File: config.mk
export PLATFORM = sky130hd
export DESIGN_NAME = int_to_decimal_ascii_flat
export DESIGN_NICKNAME = d
export VERILOG_FILES = /design/src/hw/rtl/itda_pkg.sv /design/src/hw/rtl/itda_if.sv /design/src/hw/rtl/int_to_decimal_ascii.sv /design/src/flat_wrapper.sv
export SDC_FILE = /design/constraint.sdc
export NUM_CORES = 1
export LEC_CHECK = 0
export BUFFER_PORTS_ARGS = -buffer_cell sky130_fd_sc_hd__buf_2
export CORE_MARGIN = 2
export CORE_UTILIZATION = 51
export DETAILED_ROUTE_END_ITERATION = 16
export GPL_TIMING_DRIVEN = 0
export PLACE_DENSITY = 0.69
export SLEW_MARGIN = 20
export SYNTH_ARGS = -nofsm -noshare
export SYNTH_HDL_FRONTEND = slang
export SYNTH_SLANG_ARGS = --single-unit
File: constraint.sdc
create_clock -name clk -period 4.85 [get_ports clk]
set_input_delay 0.7275 -clock clk [delete_from_list [all_inputs] [get_ports clk]]
set_output_delay 0.7275 -clock clk [all_outputs]
set_load 0.05 [all_outputs]
File: src/hw/rtl/itda_pkg.sv
package itda_pkg;

  localparam int VALUE_W    = 64;
  localparam int NUM_DIGITS = 20;
  localparam int DIGIT_W    = 4;
  localparam int BCD_W      = NUM_DIGITS * DIGIT_W;
  localparam int CHAR_W     = 6;
  localparam int CNT_W      = $clog2(VALUE_W);
  localparam int NDIG_W     = $clog2(NUM_DIGITS + 1);
  localparam int POS_W      = $clog2(NUM_DIGITS);

  localparam logic [CHAR_W-1:0]  CHAR_ZERO  = 6'd48;
  localparam logic [CHAR_W-1:0]  CHAR_MINUS = 6'd45;
  localparam logic [CNT_W-1:0]   CNT_LAST   = CNT_W'(VALUE_W - 1);
  localparam logic [NDIG_W-1:0]  NDIG_MAX   = NDIG_W'(NUM_DIGITS);
  localparam logic [DIGIT_W-1:0] DIGIT_FIX  = 4'd5;
  localparam logic [DIGIT_W-1:0] DIGIT_ADD  = 4'd3;

  typedef enum logic [1:0] {
    ST_IDLE,
    ST_CONV,
    ST_EMIT
  } state_t;

endpackage

File: src/hw/rtl/itda_if.sv
interface itda_in_if;
  logic                           valid;
  logic                           ready;
  logic [itda_pkg::VALUE_W-1:0]   value_bits;
  logic                           is_signed;

  modport source (output valid, output value_bits, output is_signed, input ready);
  modport sink   (input valid, input value_bits, input is_signed, output ready);
endinterface

interface itda_out_if;
  logic                           valid;
  logic                           ready;
  logic [itda_pkg::CHAR_W-1:0]    text_char;
  logic                           last_char;

  modport source (output valid, output text_char, output last_char, input ready);
  modport sink   (input valid, input text_char, input last_char, output ready);
endinterface

File: src/hw/rtl/int_to_decimal_ascii.sv
// int_to_decimal_ascii: prints a 64-bit value as decimal ascii text.
// in_bus carries value_bits and is_signed; a beat is taken when valid and
// ready are both high. is_signed set with bit 63 set means a negative
// two's complement value, which is printed as '-' and its magnitude.
// out_bus sends one character per beat, most significant digit first, and
// raises last_char on the final digit. Zero prints as the single '0'.
// Timing: after the input beat the magnitude is shifted one bit per cycle
// through a 20-digit bcd register with add-3 correction. The characters
// then leave one per cycle while the receiver is ready, 1 to 20 of them.
// One number is handled at a time.
// in_bus.ready is high only while the block is idle; it may take the next
// number while the final character of the previous one still waits in the
// output register. When the receiver stalls, the output register holds its
// character and the block waits with it; nothing is dropped.
// Reset (rst_n low, synchronous) returns to idle and empties the output
// register; no number in flight survives it.
module int_to_decimal_ascii (
  input  logic           clk,
  input  logic           rst_n,
  itda_in_if.sink        in_bus,
  itda_out_if.source     out_bus
);

  itda_pkg::state_t                      state_r, state_nxt;
  logic [itda_pkg::VALUE_W-1:0]          mag_r, mag_nxt;
  logic [itda_pkg::BCD_W-1:0]            bcd_r, bcd_nxt;
  logic [itda_pkg::CNT_W-1:0]            cnt_r, cnt_nxt;
  logic [itda_pkg::NDIG_W-1:0]           ndig_r, ndig_nxt;
  logic [itda_pkg::POS_W-1:0]            pos_r, pos_nxt;
  logic                                  neg_r, neg_nxt;
  logic                                  out_valid_r, out_valid_nxt;
  logic [itda_pkg::CHAR_W-1:0]           out_char_r, out_char_nxt;
  logic                                  out_last_r, out_last_nxt;

  logic                                  in_take;
  logic                                  out_free;
  logic                                  load_char;
  logic                                  in_neg;
  logic [itda_pkg::BCD_W-1:0]            bcd_adj;
  logic [itda_pkg::BCD_W-1:0]            bcd_shift;
  logic [itda_pkg::DIGIT_W-1:0]          dig_sh [itda_pkg::NUM_DIGITS];
  logic [itda_pkg::DIGIT_W-1:0]          dig_cur [itda_pkg::NUM_DIGITS];
  logic                                  grow;
  logic [itda_pkg::NDIG_W-1:0]           ndig_fin;

  assign in_take   = in_bus.valid && in_bus.ready;
  assign out_free  = !out_valid_r || out_bus.ready;
  assign load_char = (state_r == itda_pkg::ST_EMIT) && out_free;
  assign in_neg    = in_bus.is_signed && in_bus.value_bits[itda_pkg::VALUE_W-1];

  // add-3 on every digit of five or more, then shift in the next bit
  always_comb begin
    for (int i = 0; i < itda_pkg::NUM_DIGITS; i++) begin
      if (bcd_r[i*itda_pkg::DIGIT_W +: itda_pkg::DIGIT_W] >= itda_pkg::DIGIT_FIX) begin
        bcd_adj[i*itda_pkg::DIGIT_W +: itda_pkg::DIGIT_W] =
          bcd_r[i*itda_pkg::DIGIT_W +: itda_pkg::DIGIT_W] + itda_pkg::DIGIT_ADD;
      end else begin
        bcd_adj[i*itda_pkg::DIGIT_W +: itda_pkg::DIGIT_W] =
          bcd_r[i*itda_pkg::DIGIT_W +: itda_pkg::DIGIT_W];
      end
    end
  end

  assign bcd_shift = {bcd_adj[itda_pkg::BCD_W-2:0], mag_r[itda_pkg::VALUE_W-1]};

  always_comb begin
    for (int i = 0; i < itda_pkg::NUM_DIGITS; i++) begin
      dig_sh[i]  = bcd_shift[i*itda_pkg::DIGIT_W +: itda_pkg::DIGIT_W];
      dig_cur[i] = bcd_r[i*itda_pkg::DIGIT_W +: itda_pkg::DIGIT_W];
    end
  end

  // doubling plus one bit adds at most one digit, so only the digit just
  // above the current length needs a look
  assign grow = (ndig_r < itda_pkg::NDIG_MAX) &&
                (dig_sh[ndig_r[itda_pkg::POS_W-1:0]] != '0);
  assign ndig_fin = grow ? ndig_r + itda_pkg::NDIG_W'(1) : ndig_r;

  // next state
  always_comb begin
    state_nxt = state_r;
    unique case (state_r)
      itda_pkg::ST_IDLE: begin
        if (in_take) begin
          state_nxt = itda_pkg::ST_CONV;
        end
      end
      itda_pkg::ST_CONV: begin
        if (cnt_r == itda_pkg::CNT_LAST) begin
          state_nxt = itda_pkg::ST_EMIT;
        end
      end
      itda_pkg::ST_EMIT: begin
        if (load_char && !neg_r && pos_r == '0) begin
          state_nxt = itda_pkg::ST_IDLE;
        end
      end
      default: state_nxt = itda_pkg::ST_IDLE;
    endcase
  end

  // handshake outputs
  always_comb begin
    in_bus.ready = (state_r == itda_pkg::ST_IDLE);
  end

  // datapath
  always_comb begin
    mag_nxt       = mag_r;
    bcd_nxt       = bcd_r;
    cnt_nxt       = cnt_r;
    ndig_nxt      = ndig_r;
    pos_nxt       = pos_r;
    neg_nxt       = neg_r;
    out_valid_nxt = out_valid_r && !out_bus.ready;
    out_char_nxt  = out_char_r;
    out_last_nxt  = out_last_r;

    if (in_take) begin
      mag_nxt  = in_neg ? (~in_bus.value_bits + itda_pkg::VALUE_W'(1)) : in_bus.value_bits;
      bcd_nxt  = '0;
      cnt_nxt  = '0;
      ndig_nxt = '0;
      neg_nxt  = in_neg;
    end else if (state_r == itda_pkg::ST_CONV) begin
      mag_nxt  = {mag_r[itda_pkg::VALUE_W-2:0], 1'b0};
      bcd_nxt  = bcd_shift;
      cnt_nxt  = cnt_r + itda_pkg::CNT_W'(1);
      ndig_nxt = ndig_fin;
      // zero still prints one digit
      if (ndig_fin == '0) begin
        pos_nxt = '0;
      end else begin
        pos_nxt = itda_pkg::POS_W'(ndig_fin - itda_pkg::NDIG_W'(1));
      end
    end

    if (load_char) begin
      out_valid_nxt = 1'b1;
      if (neg_r) begin
        out_char_nxt = itda_pkg::CHAR_MINUS;
        out_last_nxt = 1'b0;
        neg_nxt      = 1'b0;
      end else begin
        out_char_nxt = itda_pkg::CHAR_ZERO + itda_pkg::CHAR_W'(dig_cur[pos_r]);
        out_last_nxt = (pos_r == '0);
        if (pos_r != '0) begin
          pos_nxt = pos_r - itda_pkg::POS_W'(1);
        end
      end
    end
  end

  always_ff @(posedge clk) begin
    if (!rst_n) begin
      state_r     <= itda_pkg::ST_IDLE;
      out_valid_r <= 1'b0;
      neg_r       <= 1'b0;
      cnt_r       <= '0;
      ndig_r      <= '0;
      pos_r       <= '0;
    end else begin
      state_r     <= state_nxt;
      out_valid_r <= out_valid_nxt;
      neg_r       <= neg_nxt;
      cnt_r       <= cnt_nxt;
      ndig_r      <= ndig_nxt;
      pos_r       <= pos_nxt;
    end
  end

  always_ff @(posedge clk) begin
    mag_r      <= mag_nxt;
    bcd_r      <= bcd_nxt;
    out_char_r <= out_char_nxt;
    out_last_r <= out_last_nxt;
  end

  assign out_bus.valid     = out_valid_r;
  assign out_bus.text_char = out_char_r;
  assign out_bus.last_char = out_last_r;

`ifndef SYNTHESIS
  a_new_char_only_in_emit: assert property (@(posedge clk) disable iff (!rst_n)
    (out_valid_r && !$past(out_valid_r && !out_bus.ready)) |->
      $past(state_r) == itda_pkg::ST_EMIT)
    else $error("character appeared outside emit phase");

  a_ndig_bounded: assert property (@(posedge clk) disable iff (!rst_n)
    ndig_r <= itda_pkg::NDIG_MAX)
    else $error("digit count above twenty");

  a_minus_not_last: assert property (@(posedge clk) disable iff (!rst_n)
    (out_valid_r && out_char_r == itda_pkg::CHAR_MINUS) |-> !out_last_r)
    else $error("minus sign marked as last character");

  a_conv_length: assert property (@(posedge clk) disable iff (!rst_n)
    (state_r == itda_pkg::ST_CONV && cnt_r == itda_pkg::CNT_LAST) |=>
      state_r == itda_pkg::ST_EMIT)
    else $error("conversion did not end after 64 bits");
`endif

endmodule

File: src/flat_wrapper.sv
// flat-port wrapper written by rule: the top's interface ports become plain ports
module int_to_decimal_ascii_flat 
  (clk, rst_n, in_bus_valid, in_bus_value_bits, in_bus_is_signed, in_bus_ready, out_bus_valid, out_bus_text_char, out_bus_last_char, out_bus_ready);
  itda_in_if in_bus_i ();
  itda_out_if out_bus_i ();
  input  logic clk;
  input  logic rst_n;
  input wire logic [$bits(in_bus_i.valid)-1:0] in_bus_valid;
  input wire logic [$bits(in_bus_i.value_bits)-1:0] in_bus_value_bits;
  input wire logic [$bits(in_bus_i.is_signed)-1:0] in_bus_is_signed;
  output wire logic [$bits(in_bus_i.ready)-1:0] in_bus_ready;
  output wire logic [$bits(out_bus_i.valid)-1:0] out_bus_valid;
  output wire logic [$bits(out_bus_i.text_char)-1:0] out_bus_text_char;
  output wire logic [$bits(out_bus_i.last_char)-1:0] out_bus_last_char;
  input wire logic [$bits(out_bus_i.ready)-1:0] out_bus_ready;
  assign in_bus_i.valid = in_bus_valid;
  assign in_bus_i.value_bits = in_bus_value_bits;
  assign in_bus_i.is_signed = in_bus_is_signed;
  assign in_bus_ready = in_bus_i.ready;
  assign out_bus_valid = out_bus_i.valid;
  assign out_bus_text_char = out_bus_i.text_char;
  assign out_bus_last_char = out_bus_i.last_char;
  assign out_bus_i.ready = out_bus_ready;
  int_to_decimal_ascii u_core (.clk(clk), .rst_n(rst_n), .in_bus(in_bus_i), .out_bus(out_bus_i));
endmodule
==> impl_metrics.csv <==
group,metric,value,unit
clock_tree,cts_num_sinks,170,
route,drt_iter0_markers,949,
timing,worst_pin_slew,1130,ps
yosys,ys_seq_area_frac,0.372,
yosys,netlist_area,11000,µm²
worst_setup_path,cp_cell_sequence,"inv_1 > ha_1 > and2b_4 > o21ai_0 > o21ai_1 > mux4_2 > nor4_2 > a311oi_2 > nor3_4 > mux2i_1 > ha_1 > inv_1 > nor2_1 > o21ai_0 > nor2_1 > o32ai_1",
clock_tree,cts_buffers,17,
layout,area_growth,12.3,%
yosys,synthCells,1268,
floorplanning,coreArea,21200,µm²
route,via_per_inst,6.08,
clock_tree,ctsResizeCount,0,
global_route,grt_pass1_wl,47900,µm
timing,rsz0062_at_grt,"no",
layout,diodes,0,
yosys,synth.area.top_cells,"edfxtp_1 (19%), dfxtp_1 (18%), o21ai_0 (8.1%), ha_1 (5.1%), xnor2_1 (5.1%)",
power_and_ir_drop,leakage,4.32,nW
clock_tree,cts_buffer_depth,2,
power_and_ir_drop,power_density,323,nW/µm²
clock_tree,cts_htree_levels,4,
timing,setup_viol,0,
route,drc,0,
clock_tree,clk_pin_slew_worst_paths,70,ps
timing,slew_violations,0,
yosys,synth_edf_count,70,
floorplanning,num_rows,53,
layout,multi_input_area,6390,µm²
route,routedWlPerCell,18.5,µm
worst_setup_path,reg2regPathDepth,16,
global_route,antenna_found_initial,0,
worst_setup_path,endpoint_kind,"flip-flop",
clock_tree,cts_tree,"done",
hold_path,min_path_cells,2,
yosys,syn_area_per_cell,8.70,µm²
status,status,"complete, no violations",
worst_setup_path,worstPathMaxFanout,10,
global_route,track_usage,0.272,
layout,final_common_cell,"o21ai_0",
timing,timing.fmax,245,MHz
timing,skew,11.6,ps
layout,drive_gt1_frac,0.126,
timing,fin_hold_ws,480,ps
timing,slew_headroom,0.243,
floorplanning,initial_core_util,0.521,
timing,setup_tns,0,ps
route,vias,10000,
route,drt-total-wl,30500,µm
layout,layout.nets,1478,
global_route,overflow,0,
layout,fillers,1925,
route,drtAntennaViolNets,0,
floorplanning,pin_count,78,
yosys,synth_nets,1382,
global_route,grt_max_degree,49,
timing,hold_viol_final,0,
worst_setup_path,critPathMaxStageDelay,500,ps
hold_path,hold_class,"reg -> reg",
placement,gp_routability_congestion,0.923,
yosys,synth_top_area_frac,0.191,
clock_tree,postCtsHoldBufs,0,
yosys,synth-seq-cells,170,
yosys,ys.flop_type,"dfxtp_1",
placement,port_buffers,76,
placement,dp_hpwl,22500,µm
yosys,synth.distinct_cells,73,
worst_setup_path,crit_arrival,4410,ps
clock_tree,root_buffer,"clkbuf_16",
floorplanning,die_w,151,µm
yosys,postSynth.asyncResetShare,0,
worst_setup_path,startpoint_type,"flip-flop",
floorplanning,dieArea,22800,µm²
layout,final_util,0.586,
power_and_ir_drop,peakVddDrop,0.000207,V
yosys,synth_top_area_cell,"edfxtp_1",
layout,final_cell_mix,"o21ai_0 (179), nand2_1 (140), dfxtp_1 (100), a21oi_1 (85), buf_2 (78)",
route,drt-pass1-iter-count,7,
timing,timing.final.crit_period,4080,ps
clock_tree,clk-insertion-delay-late,450,ps
worst_setup_path,worstSetupPathType,"reg -> reg",
timing,min_period_over_period,0.842,
worst_setup_path,crit_required,5170,ps
run,drv_cap,0,
yosys,yosysWarnings,0,
clock_tree,cts_setup_buffers,0,
worst_setup_path,slowest_stage,"mux4_2",
global_route,grt_pass1_vias,8870,
floorplanning,die_h,151,µm
layout,seqCellArea,4100,µm²
==> metal layers <==
metal  vias up  share of wire  GRT usage
met2       377           0.46      0.435
met4         0          0.021     0.0846
li1       4817              -          -
met5         -              0          0
met3        54          0.071     0.0389
met1      4800           0.45      0.382
==> power by group <==
part | total, W | switching (W) | internal, W
clock | 0.00144 | 0.000635 | 0.000806
combinational | 0.000873 | 0.000540 | 0.000333
sequential | 0.00169 | 0.0000580 | 0.00163
total | 0.00400 | 0.00123 | 0.00277
==> worst paths after layout <==
check | start | end | slack [ps]
max | u_core.bcd_r[4]$_SDFFE_PP0P_ | u_core.pos_r[2]$_SDFF_PN0_ | 770
max reg2reg | u_core.bcd_r[4]$_SDFFE_PP0P_ | u_core.pos_r[2]$_SDFF_PN0_ | 770
min reg2reg | u_core.cnt_r[1]$_SDFFE_PP0P_ | u_core.cnt_r[1]$_SDFFE_PP0P_ | 480
min | u_core.cnt_r[1]$_SDFFE_PP0P_ | u_core.cnt_r[1]$_SDFFE_PP0P_ | 480
==> flip-flops by register name, summed over array words and instances (netlist names) <==
signal,flops
u_core.pos_r,5
u_core.bcd_r,80
u_core.out_bus.valid,1
u_core.mag_r,64
u_core.out_bus.text_char,5
u_core.ndig_r,5
u_core.cnt_r,6
u_core.neg_r,1
u_core.out_bus.last_char,1
u_core.state_r,2
==> cell families (layout without fill, tap and decap cells) <==
| logic type | Yosys count | after routing | synth area share |
|---|---|---|---|
| buf+inv | 126 | 235 | 0.0482 |
| compound gates | 374 | 374 | 0.203 |
| mux | 37 | 37 | 0.0632 |
| simple gates | 420 | 420 | 0.187 |
| flops | 170 | 170 | 0.372 |
| other cells | 1 | 1 | 0.000340 |
| xor+xnor | 95 | 95 | 0.0754 |
| fa+ha+maj | 45 | 45 | 0.0510 |
==> stage by stage <==
| step | instance area (µm²) | power [W] | worst slack, ps | instances |
|---|---|---|---|---|
| 6_report | 12400 | 0.00400 | 765 | 1652 |
| 4_1_cts | 12400 | 0.00400 | 833 | 1652 |
| 5_1_grt | 12400 | 0.00416 | 443 | 1652 |
| 2_1_floorplan | 11000 | 0.00230 | 1410 | 1268 |
| 3_3_place_gp | 11800 | 0.00256 | 750 | 1619 |
| 3_5_place_dp | 11800 | 0.00257 | 739 | 1620 |
==> synth_stat cells, types with 8 or more instances <==
library cell	number
nand2_1	140
nor4_1	17
mux2_2	8
mux4_2	24
xnor2_1	64
clkbuf_1	47
xor2_1	31
nand3_1	63
a31oi_1	13
o32ai_1	8
ha_1	45
nor2_1	72
nor3_1	24
o21ai_0	179
nor2b_1	11
a21oi_1	85
nor3b_1	22
nand4_1	8
edfxtp_1	70
nand2b_1	30
dfxtp_1	100
inv_1	55
buf_1	14
o31ai_1	15
==> worst max-delay path, delay by kind of cell, from the launching register on <==
kind                       cells  cell delay (ps)
muxes                          2              840
adders and majority gates      2              490
and+or+nand+nor                5             1320
AOI/OAI and AO/OA              5              700
DFF                            1              480
buffers and inverters          2              140
==> cell type report <==
cell class                      instances  area share
Sequential cell                       170       0.331
Multi-Input combinational cell        972       0.516
Clock buffer                           19      0.0367
Tap cell                              275      0.0278
Inverter                               55      0.0169
Timing Repair Buffer                   77      0.0329
Clock inverter                         13      0.0123
Buffer                                 71      0.0263
Power figures use the tool's default switching activity.
